`src/rtl/assert_macros.svh`:
```
// Assertion macros for the motor mixer RTL.
// Included by modules that carry concurrent checks; no other dependencies.
`ifndef ASSERT_MACROS_SVH
`define ASSERT_MACROS_SVH
`ifndef SYNTHESIS
`define QXM_ASSERT_RST(lbl, clk, rst_n, prop) \
    lbl: assert property (@(posedge clk) disable iff (!rst_n) prop) \
        else $error("qxm assertion failed");
`define QXM_ASSERT_CLK(lbl, clk, prop) \
    lbl: assert property (@(posedge clk) prop) \
        else $error("qxm assertion failed");
`else
`define QXM_ASSERT_RST(lbl, clk, rst_n, prop)
`define QXM_ASSERT_CLK(lbl, clk, prop)
`endif
`endif

```
`src/rtl/qxm_pkg.sv`:
```
// Types and constants of the quad-X motor mixer.
// No dependencies; imported by every RTL module, interface and bench file of the block.
`timescale 1ns / 1ps
`default_nettype none
package qxm_pkg;

    localparam int THR_W       = 8;
    localparam int CORR_W      = 12;
    localparam int YAW_W       = 8;
    localparam int LVL_W       = 11;
    localparam int LANES       = 4;
    localparam int MIX_W       = 15;
    localparam int SPAN_W      = 14;
    localparam int DIV_STEPS   = LVL_W;
    localparam int NUM_W       = SPAN_W + DIV_STEPS;
    localparam int PROD_W      = THR_W + LVL_W;
    localparam int RECIP_W     = 20;
    localparam int SCALED_W    = PROD_W + RECIP_W;
    // ceil(2^27 / 255): exact floor division by 255 for products below 2^19.
    localparam int RECIP       = 526345;
    localparam int RECIP_SHIFT = 27;
    localparam int STEPS_PER_STAGE = 4;
    localparam int LAST_STEPS  = DIV_STEPS - 2 * STEPS_PER_STAGE;

    localparam int CFG_DATA_W  = 32;
    localparam int CFG_ADDR_W  = 3;
    localparam logic [LVL_W-1:0] MAX_LEVEL_RST = 11'd1000;
    localparam logic REG_MAX_LEVEL = 1'b0;

    typedef enum logic [1:0] {
        MODE_ZERO,
        MODE_REMAP,
        MODE_SHIFT
    } t_mode;

    typedef struct packed {
        t_mode                             mode;
        logic [SPAN_W-1:0]                 span;
        logic [LANES-1:0][NUM_W-1:0]       num;
        logic [LANES-1:0][LVL_W-1:0]       shifted;
    } t_div_item;

endpackage
`default_nettype wire

```
`src/rtl/qxm_cfg.sv`:
```
// APB-style register file holding the full-scale motor level.
// Depends on qxm_pkg.
`timescale 1ns / 1ps
`default_nettype none
module qxm_cfg (
    input  logic                            i_clk,
    input  logic                            i_rst_n,
    input  logic                            psel,
    input  logic                            penable,
    input  logic                            pwrite,
    input  logic [qxm_pkg::CFG_ADDR_W-1:0]  paddr,
    input  logic [qxm_pkg::CFG_DATA_W-1:0]  pwdata,
    output logic [qxm_pkg::CFG_DATA_W-1:0]  prdata,
    output logic                            pready,
    output logic [qxm_pkg::LVL_W-1:0]       o_max_level
);
    import qxm_pkg::*;

    logic [LVL_W-1:0] r_max_level;
    logic             reg_index;
    logic             wr_en;

    assign reg_index = paddr[CFG_ADDR_W-1];
    assign pready    = 1'b1;
    assign wr_en     = psel && penable && pwrite && pready && (reg_index == REG_MAX_LEVEL);

    always_ff @(posedge i_clk) begin
        if (!i_rst_n) begin
            r_max_level <= MAX_LEVEL_RST;
        end else if (wr_en) begin
            r_max_level <= pwdata[LVL_W-1:0];
        end
    end

    always_comb begin
        prdata = '0;
        if (reg_index == REG_MAX_LEVEL) begin
            prdata = {{(CFG_DATA_W-LVL_W){1'b0}}, r_max_level};
        end
    end

    assign o_max_level = r_max_level;
endmodule
`default_nettype wire

```
`config.mk`:
```
export PLATFORM = sky130hd
export DESIGN_NAME = qxm_cfg
export DESIGN_NICKNAME = d
export VERILOG_FILES = /design/src/rtl/assert_macros.svh /design/src/rtl/qxm_pkg.sv /design/src/rtl/qxm_cfg.sv
export SDC_FILE = /design/constraint.sdc
export NUM_CORES = 1
export LEC_CHECK = 0
export ABC_CLOCK_PERIOD_IN_PS = 900
export BUFFER_PORTS_ARGS = -buffer_cell sky130_fd_sc_hd__buf_2
export CORE_UTILIZATION = 33
export CTS_CLUSTER_SIZE = 40
export DETAILED_ROUTE_END_ITERATION = 12
export PLACE_DENSITY = 0.91
export SLEW_MARGIN = 40
export SYNTH_ARGS = -nofsm -noshare
export SYNTH_HDL_FRONTEND = slang
export SYNTH_SLANG_ARGS = --single-unit
```
`constraint.sdc`:
```
create_clock -name i_clk -period 0.9 [get_ports i_clk]
set_clock_uncertainty 0.1 [all_clocks]
set_input_delay 0.045 -clock i_clk [delete_from_list [all_inputs] [get_ports i_clk]]
set_output_delay 0.045 -clock i_clk [all_outputs]
set_load 0.05 [all_outputs]
```
# After elaboration in Yosys (flattened, before gate mapping)
# Index checks and enable logic that the tools add are counted.
# W data, S select, Z words.
# totals
inputBits	40
word_cells	6
output_inout_bits	44
regBits	11
# op_classes
n_reduce_logical	3
n_mux	1
bitwise	1
# ops
op	n
$mux W11	1
$logic_and A1 B1 Y1	3
$not A1 Y1	1

# Longest topological paths before layout
# Gate-level depths: netlist of the first run.
# depth
depth_word	3
mapped_depth	3
ltp_nobuf	2

# Least setup slack after synthesis of the first run
# OpenSTA, ideal clock, no wires.
# synth_path
path_kind	reg2out
startpoint	reg r_max_level[3] (netlist: o_max_level[3])
endpoint	out prdata[3] (netlist name)
path_buffers	0
arrival_time_ps	1410
setup_slack_ps	-655
stages_incl_launch_ff	2
t_required_ps	755
cell_sequence	dfxtp_1 -> nor2b_1
# synth_between
elab_chain_cells	1
# synth_lines
item	line_no	text
from (decl)	qxm_cfg.sv:19	logic [LVL_W-1:0] r_max_level;
from (signal assigned)	qxm_cfg.sv:31	r_max_level <= pwdata[LVL_W-1:0];
$mux W11	qxm_cfg.sv:37	if (reg_index == REG_MAX_LEVEL) begin
to (decl)	qxm_cfg.sv:13	output logic [qxm_pkg::CFG_DATA_W-1:0] prdata,
# No other way between the ends.

# Worst setup path in the final report of the first run
# layout_path
startpoint	reg r_max_level[4] (netlist: o_max_level[4])
endpoint	out prdata[4] (netlist name)
# The elaborated chain is that of the path after synthesis.

==> results of run 1 <==
==> what timing repair did <==
item	CTS	global route
setup buffers	4	4
pin swaps	0	0
endpoints found under the setup margin	22	23
hold buffers	11	0
hold endpoints to repair	11	0
gates resized for setup	46	10
==> cells in the final DEF (no fill, tap or decap), types with 2 or more instances in the layout <==
cell           netlist  final
buf_2                1     16
conb_1               2     22
buf_4               22      7
buf_8                0      7
nand2_1             10      8
nor2b_1             22     12
clkbuf_4             0      3
nand2_2              0      2
mux2i_1             11     11
dfxtp_4              0     11
dlygate4sd3_1        0     11
buf_6                0     18
nor2b_4              0     10
==> final timing paths <==
check        slack, ps  cells after the start              to
max               -180                      2       prdata[4]
min reg2reg        380                      2  o_max_level[0]
min                 90                      3  o_max_level[2]
max reg2reg        -40                      4  o_max_level[8]
==> through the flow <==
stage | cell area (sq um) | total power (uW)
2_1_floorplan | 926 | 972
3_3_place_gp | 987 | 975
3_5_place_dp | 987 | 981
4_1_cts | 1300 | 1400
5_1_grt | 1360 | 1470
6_report | 1360 | 1420
==> critical path: cells and delay by family (launching register included) <==
kind / cells / cell delay [ps]
flip-flops: 1 / 360
buffers and inverters: 1 / 160
AND/OR/NAND/NOR: 1 / 140
==> layer usage <==
layer	track usage	routed length (um)	vias up
met2	0.306	1010	42
met3	0.0561	140	0
met5	0	0	-
li1	-	-	335
met4	0.0441	0	0
met1	0.140	689	303
==> layout make-up <==
| cell class | instances | area (sq um) | area share |
|---|---|---|---|
| Clock buffer | 4 | 26.3 | 0.0193 |
| Sequential cell | 11 | 262 | 0.192 |
| Tap cell | 27 | 33.8 | 0.0248 |
| Timing Repair Buffer | 60 | 571 | 0.418 |
| Multi-Input combinational cell | 67 | 472 | 0.346 |
==> kinds of logic (layout without fill, tap and decap cells) <==
logic type | after synthesis | count (layout) | synth area share
AND/OR/NAND/NOR | 34 | 34 | 0.268
buffers and inverters | 26 | 64 | 0.270
other | 2 | 22 | 0.0103
flip-flops | 11 | 11 | 0.301
multiplexers | 11 | 11 | 0.150
==> power by group through the flow <==
stage	logic, uW	registers [uW]	clock network [uW]
CTS	579	481	344
floorplan	443	530	0
global route	619	483	371
global placement	485	490	0
detailed placement	489	492	0
finish	595	481	343
==> results.md, run 1 <==
* Largest stage delay, worst path at 360 ps
* Crit path kind: register to output pin
* Crit path from: o_max_level[4]
* Critical Path RT at 750 ps
* Crit end category: output pin
* Max reg flops at 11
* Seq/Total Area, Yosys at 0.301
* Clock latency on the worst-skew pair at 270 ps
* Non-Filler Instances at 169
* DRC viols at 0
* Slew Limit Fails at 0
* Main area contributors after synthesis: dfxtp_1 (30%), buf_4 (23%), nor2b_1 (19%)
* Critical path fanouts, max at 3
* Switching Share at 0.410
* Post-synth EDFFs at 0
* Vias per std cell at 4.02
* Clk pin slew, worst setup/hold paths at 70 ps
* P_leak at 0.000631 uW
* Fin nets at 183
* Mean Syn Cell Area at 8.71 sq um
* Seq cells post-synth at 11
* Sequential share of power at 0.339
* Sw power at 582 uW
* Dominant cell type by area after synthesis: dfxtp_1
* Fin. Hold Viols at 0
* CTS Root Cell: clkbuf_4
* Antenna cells at 0
* Final period util at 1.20
* Die ar. at 2410 sq um
* Initial Util at 0.362
* Initial antenna violation count at 0
* Hold Crit Class: input port to register
* Power per Cell Area at 1040 nW/um^2
* CP arrival at 940 ps
* TNS Setup at -2720 ps
* Cells along the critical path: nor2b_4 > buf_6
* DP Cell Count at 146
* Final WL at 1840 um
* H-tree levels at 1
* GPL Wtd Cong at 0.600
* RR Startpoint: o_max_level[8]
* # fillers at 161
* Antenna viol nets, final at 0
* Fin worst setup slack at -182 ps
* Max rail drop VDD at 0.000703 V
* Hold Startpoint: i_rst_n
* Setup crit start kind: register
* Core ar. at 2020 sq um
* Unique masters post-synth at 11
* Num CTS Buffers at 3
* Status: complete, but fails checks
* Io pins at 84
* Failing checks: setup timing
* Synth top cells by count: buf_4 (22), nor2b_1 (22), dfxtp_1 (11), mux2i_1 (11), nand2_1 (10)
* Clk buf depth at 2
* Slowest CP cell: dfxtp_4
* Die span in y at 49.1 um
* Post-route core utilization at 0.675
* Num Clock Sinks at 11
* Area Overhead vs Synth at 86.3%
* Port Buffers at 38
* Highest clock rate at 924 MHz
* CTS tree: built
* Max_cap viols at 0
* Clock network power share at 0.242
* Total GRT Usage at 0.153
* Tmin final at 1080 ps
* Post-Synthesis Cells at 84
* Unrepaired setup endpoints after global routing: yes
* Site Rows at 16
* Vias in the first global route at 678
* Asr flop ratio synth at 0
* 1st-iter DRT viols at 13
* Internal power at 837 uW
* Post-place setup slack at -137 ps
* Ys Warns at 0
* Die width at 49.1 um
* Vias at 680
* Largest net degree at the start of global routing at 23
* Post-synth top flop: dfxtp_1
* Final setup fails at 23
* Hpwl dp at 1140 um
* Synth top area share at 0.301
* Ratio of cells with drive above 1 in the final layout at 0.542
* First-pass GRT wire length at 2770 um
* Hold WS at 87.5 ps
* Routed WL per cell at 10.9 um
* Comb power frac at 0.419
* Mapped Area at 732 sq um
* First drt pass iteration count at 3
* Grt total ovfl at 0
(Power assumes the default switching activity.)
==> run 2: changes to the inputs <==
--- a/config.mk
+++ b/config.mk
@@ -10,7 +10,7 @@
 export CORE_UTILIZATION = 33
 export CTS_CLUSTER_SIZE = 40
 export DETAILED_ROUTE_END_ITERATION = 12
-export PLACE_DENSITY = 0.91
+export PLACE_DENSITY = 0.87
 export SLEW_MARGIN = 40
 export SYNTH_ARGS = -nofsm -noshare
 export SYNTH_HDL_FRONTEND = slang
==> run 2 against run 1 <==
Net effect:
- the run still ends with setup timing left
- utilization down 3.4 points
- routed wire length decreased by 9.9%
- first-iteration DRC count decreased by 92%
- sequential share of layout area grew 1.0 points
- sequential cell count unchanged
- critical path type unchanged
==> results.md, run 2 (same netlist as run 1, synthesis figures left out) <==
* Dpl cell area at 967 sq um (was 987 sq um)
* Tmin final at 1050 ps (was 1080 ps)
* Critical Path RT at 750 ps (about the same)
* Num CTS Buffers at 3 (unchanged)
* P_leak at 0.000598 uW (was 0.000631 uW)
* Core ar. at 2020 sq um (unchanged)
* First-pass GRT wire length at 2570 um (was 2770 um)
* Fin. Hold Viols at 0 (unchanged)
* Slew Limit Fails at 0 (unchanged)
* CTS tree: built (unchanged)
* Clk buf depth at 2 (unchanged)
* Failing checks: setup timing (unchanged)
* First drt pass iteration count at 2 (was 3)
* Ratio of cells with drive above 1 in the final layout at 0.526 (was 0.542)
* Fin area at 1290 sq um (was 1360 sq um)
* Die ar. at 2410 sq um (unchanged)
* 1st-iter DRT viols at 1 (was 13)
* Site Rows at 16 (unchanged)
* H-tree levels at 1 (unchanged)
* Routed WL per cell at 10.1 um (was 10.9 um)
* Antenna cells at 0 (unchanged)
* Commonest non-fill, non-tap cells in the layout: conb_1 (22), buf_2 (16), buf_6 (13) (was conb_1 (22), buf_6 (18), buf_2 (16))
* Max rail drop VDD at 0.000534 V (was 0.000703 V)
* Hold WS at 87.2 ps (was 87.5 ps)
* Largest net degree at the start of global routing at 23 (unchanged)
* Post-place setup slack at -146 ps (was -137 ps)
* Highest clock rate at 949 MHz (was 924 MHz)
* Total power at 1370 uW (was 1420 uW)
* Fin nets at 178 (was 183)
* Critical path fanouts, max at 3 (unchanged)
* Final setup fails at 22 (was 23)
* Io pins at 84 (unchanged)
* Final period util at 1.17 (was 1.20)
* Fin worst setup slack at -153 ps (was -182 ps)
* CP arrival at 910 ps (was 940 ps)
* GPL Wtd Cong at 0.641 (was 0.600)
* Final WL at 1660 um (was 1840 um)
* Sequential cell area at 262 sq um (unchanged)
* Die span in y at 49.1 um (unchanged)
* DRC viols at 0 (unchanged)
* Max_cap viols at 0 (unchanged)
* Clock latency on the worst-skew pair at 260 ps (was 270 ps)
* Area Overhead vs Synth at 76.9% (was 86.3%)
* Total GRT Usage at 0.139 (was 0.153)
* Die width at 49.1 um (unchanged)
* Power per Cell Area at 1060 nW/um^2 (was 1040 nW/um^2)
* Unrepaired setup endpoints after global routing: yes (unchanged)
* Max reg flops at 11 (unchanged)
* Grt total ovfl at 0 (unchanged)
* Vias in the first global route at 608 (was 678)
* Port Buffers at 38 (unchanged)
* Initial antenna violation count at 0 (unchanged)
* Vias per std cell at 4.01 (was 4.02)
* Hpwl dp at 1040 um (was 1140 um)
* # fillers at 167 (was 161)
* Clk pin slew, worst setup/hold paths at 70 ps (about the same)
* Crit path kind: register to output pin (unchanged)
* Most common cell after layout, fill and taps aside: conb_1 (unchanged)
* Num Clock Sinks at 11 (unchanged)
* Post-route core utilization at 0.640 (was 0.675)
* CTS Root Cell: clkbuf_4 (unchanged)
* Antenna viol nets, final at 0 (unchanged)
* Hold Crit Class: input port to register (unchanged)
* Multi-input logic area at 472 sq um (unchanged)
* Initial Util at 0.362 (unchanged)
* Vias at 657 (was 680)
* Status: complete, but fails checks (unchanged)
* Crit end category: output pin (unchanged)
* Setup crit start kind: register (unchanged)
run 2: cell count changes in the layout (fill, tap and decap cells not counted):
cell,change
nand2_1,+2
nor2b_1,-2
buf_4,+1
nor2b_2,+2
buf_12,-1
nand2_2,-2
buf_6,-5
run 2: critical path, cell delays in order (launching register included):
cell	delay, ps
dfxtp_4	350
and2b_4	160
buf_6	140
run 2: area by class of cell:
type	instances	area share
clock buffers	4	0.0203
multi-input cells	67	0.364
flip-flops and latches	11	0.202
well taps	27	0.0261
repair buffers	55	0.387
run 2: path summary, 6_finish.rpt:
path / from / to / slack [ps] / cells after the start
worst min register to register: o_max_level[10] / o_max_level[10] / 390 / 2
worst min-delay path: i_rst_n / o_max_level[1] / 90 / 3
worst max-delay path: o_max_level[8] / prdata[8] / -150 / 2
worst max register to register: o_max_level[0] / o_max_level[0] / 100 / 3
run 2: where the power goes:
group          total, uW  internal, uW  leakage (uW)  switching (uW)
logic                573           178      0.000490             395
clock network        318           171     0.0000150             147
registers            481           472     0.0000927            9.13
total               1370           822      0.000598             551
run 2: timing repair:
action,4_1_cts,5_1_grt
setup endpoints to repair,22,24
setup buffers,2,2
gates resized for setup,38,14
hold buffers,11,0
gates cloned,0,0
endpoints found under the hold margin,11,0
run 2: per-layer routing:
layer	vias to the layer above	track usage	share of wire
met5	-	0	0
met4	0	0.0882	0.011
met3	2	0.0187	0.051
met2	38	0.247	0.55
met1	294	0.153	0.39
li1	323	-	-
run 2: per-stage QoR:
step                      setup TNS, ps  cells
after floorplan                    -203    104
after global placement            -1090    145
after detailed placement          -1480    145
after CTS                         -2420    162
after global routing              -2990    164
final                             -2190    164
==> run 3: changes to the inputs <==
--- a/config.mk
+++ b/config.mk
@@ -5,12 +5,13 @@
 export SDC_FILE = /design/constraint.sdc
 export NUM_CORES = 1
 export LEC_CHECK = 0
+export ABC_AREA = 1
 export ABC_CLOCK_PERIOD_IN_PS = 900
 export BUFFER_PORTS_ARGS = -buffer_cell sky130_fd_sc_hd__buf_2
-export CORE_UTILIZATION = 33
+export CORE_UTILIZATION = 32
 export CTS_CLUSTER_SIZE = 40
 export DETAILED_ROUTE_END_ITERATION = 12
-export PLACE_DENSITY = 0.87
+export PLACE_DENSITY = 0.86
 export SLEW_MARGIN = 40
 export SYNTH_ARGS = -nofsm -noshare
 export SYNTH_HDL_FRONTEND = slang
==> run 3 against run 2 <==
Net effect:
- the run still ends with setup timing left
- non-clock buffer count up 6
- critical path depth up 1
- register-to-register slack worse by 100 ps
- synthesized cell count up 32%
==> results.md, run 3 <==
* Status: complete, but fails checks (unchanged)
* Failing checks: setup timing (unchanged)
* Seq/Total Area, Yosys at 0.313 (was 0.301)
* Unique masters post-synth at 13 (was 11)
* Non-Filler Instances at 198 (was 164)
* Post-synth top flop: dfxtp_1 (unchanged)
* CTS tree: built (unchanged)
* Max reg flops at 11 (unchanged)
* Asr flop ratio synth at 0 (unchanged)
* Fin nets at 212 (was 178)
* Num Clock Sinks at 11 (unchanged)
* Worst-case reg-to-reg path depth at 4 (was 3)
* Synth top cells by count: buf_4 (23), nor2_1 (21), nand2_1 (19), inv_1 (13) (was buf_4 (22), nor2b_1 (22), dfxtp_1 (11), mux2i_1 (11), nand2_1 (10))
* Largest net degree at the start of global routing at 12 (was 23)
* Post-synth EDFFs at 0 (unchanged)
* First drt pass iteration count at 4 (was 2)
* Final period util at 1.21 (was 1.17)
* Routed WL per cell at 13.4 um (was 10.1 um)
* Io pins at 84 (unchanged)
* Hpwl dp at 1230 um (was 1040 um)
* # fillers at 145 (was 167)
* H-tree levels at 1 (unchanged)
* End of the worst hold path: o_max_level[0] (was o_max_level[1])
* Seq cells post-synth at 11 (unchanged)
* FF-to-FF End: o_max_level[3] (was o_max_level[0])
* Die span in y at 48.9 um (was 49.1 um)
* DR WL met2 at 1410 um (was 908 um)
* Clk buf depth at 2 (unchanged)
* Final WL at 2650 um (was 1660 um)
* Vias at 851 (was 657)
* Area Overhead vs Synth at 95.9% (was 76.9%)
* Max rail drop VDD at 0.000573 V (was 0.000534 V)
* Top layer reached by signal wires: met4 (unchanged)
* Flop2flop setup slack at 0 ps (was 100 ps)
* Vias per std cell at 4.30 (was 4.01)
* Antenna cells at 0 (unchanged)
* Hold Crit Class: input port to register (unchanged)
* Initial Util at 0.348 (was 0.362)
* Ratio of cells with drive above 1 in the final layout at 0.556 (was 0.526)
* Ys Warns at 0 (unchanged)
* Total GRT Usage at 0.176 (was 0.139)
* Max_cap viols at 0 (unchanged)
* Site Rows at 16 (unchanged)
* Multi-input logic area at 397 sq um (was 472 sq um)
* Mapped Area at 704 sq um (was 732 sq um)
* CP arrival at 940 ps (was 910 ps)
* Slew Limit Fails at 0 (unchanged)
* GPL Wtd Cong at 0.702 (was 0.641)
* Clock latency on the worst-skew pair at 260 ps (about the same)
* First-pass GRT wire length at 3190 um (was 2570 um)
* DP Cell Count at 178 (was 145)
* 1st-iter DRT viols at 18 (was 1)
* CTS Root Cell: clkbuf_4 (unchanged)
* Final setup fails at 24 (was 22)
* Fin worst setup slack at -189 ps (was -153 ps)
* Power per Cell Area at 1120 nW/um^2 (was 1060 nW/um^2)
* Dominant cell type by area after synthesis: dfxtp_1 (unchanged)
* Initial antenna violation count at 0 (unchanged)
* Critical Path RT at 750 ps (about the same)
* RR Startpoint: o_max_level[3] (was o_max_level[0])
* Post-Synthesis Cells at 111 (was 84)
* Fin. Hold Viols at 0 (unchanged)
* Crit end category: output pin (unchanged)
* Tmin final at 1090 ps (was 1050 ps)
* Clk pin slew, worst setup/hold paths at 70 ps (about the same)
* Setup crit start kind: register (unchanged)
* Critical path fanouts, max at 3 (unchanged)
* Antenna viol nets, final at 0 (unchanged)
* P_leak at 0.000701 uW (was 0.000598 uW)
* Highest clock rate at 918 MHz (was 949 MHz)
* Crit path kind: register to output pin (unchanged)
* Grt total ovfl at 0 (unchanged)
* WL met1 at 952 um (was 645 um)
* Count leader, synth: buf_4
* Main area contributors after synthesis: dfxtp_1 (31%), buf_4 (25%), nor2_1 (11%) (was dfxtp_1 (30%), buf_4 (23%), nor2b_1 (19%))
* Hold Crit Depth at 5 (was 3)
* Num CTS Buffers at 3 (unchanged)
* Routed wl met3 at 199 um (was 85 um)
* Core ar. at 2020 sq um (unchanged)
* Commonest non-fill, non-tap cells in the layout: conb_1 (22), nand2_1 (18), buf_6 (16) (was conb_1 (22), buf_2 (16), buf_6 (13))
* Die ar. at 2390 sq um (was 2410 sq um)
* Hold WS at 10.2 ps (was 87.2 ps)
* Sequential cell area at 262 sq um (unchanged)
* Die width at 48.9 um (was 49.1 um)
* DRC viols at 0 (unchanged)
* Unrepaired setup endpoints after global routing: yes (unchanged)
* Synth top area share at 0.313 (was 0.301)
* Vias in the first global route at 728 (was 608)
* Mean Syn Cell Area at 6.35 sq um (was 8.71 sq um)
* Port Buffers at 38 (unchanged)
* Most common cell after layout, fill and taps aside: conb_1 (unchanged)
* Hold Startpoint: pwdata[0] (was i_rst_n)
-- run 3: per-layer routing --
layer	global-route usage	vias up
li1	-	400
met1	0.190	386
met4	0.0686	0
met3	0.0592	10
met5	0	-
met2	0.313	55
-- run 3: worst max path at each step --
| stage | startpoint | to | slack [ps] | cells after the start |
|---|---|---|---|---|
| 2_1_floorplan | o_max_level[0] | prdata[0] | -20 | 2 |
| 4_1_cts | o_max_level[7] | prdata[7] | -140 | 3 |
| 6_report | o_max_level[5] | prdata[5] | -190 | 3 |
| 5_1_grt | o_max_level[5] | prdata[5] | -200 | 3 |
| 3_5_place_dp | paddr[2] | prdata[7] | 30 | 4 |
| 3_3_place_gp | paddr[2] | prdata[10] | 10 | 4 |
-- run 3: kinds of logic after synthesis --
| logic type | count (synthesis) | share of synthesized area |
|---|---|---|
| other | 2 | 0.0107 |
| flip-flops | 11 | 0.313 |
| AND/OR/NAND/NOR | 54 | 0.318 |
| buffers and inverters | 44 | 0.359 |
-- run 3: what timing repair did --
item                                   4_1_cts  5_1_grt
endpoints found under the hold margin        8        0
pin swaps                                   11        1
setup endpoints to repair                   22       24
buffers inserted                             2        5
gates resized for setup                     42       23
hold buffers                                 9        0
-- run 3: per-stage QoR --
step                      setup WS (ps)  power, uW  area, sq um  TNS, ps   util
after global routing               -205       1610         1380    -3300  0.683
after global placement             13.2       1060          998        0  0.494
after detailed placement           25.3       1070          998        0  0.494
after CTS                          -138       1480         1260    -2060  0.623
after floorplan                   -16.1       1040          903     -177      -
final                              -189       1550         1380    -2650  0.683
-- run 3: layout make-up --
type,instances,share of cell area
flip-flops and latches,11,0.189
repair buffers,61,0.424
clock buffers,4,0.0190
multi-input cells,76,0.287
inverters,19,0.0553
well taps,27,0.0245
-- run 3: worst max-delay path, cell delays in order (launching register included) --
cell and delay [ps]:
dfxtp_4 370, inv_4 40, nor2_4 110, buf_6 160
-- run 3: where the power goes --
part | switching, uW | internal, uW
Clock | 158 | 171
Combinational | 495 | 217
Sequential | 21.3 | 484
Total | 674 | 872
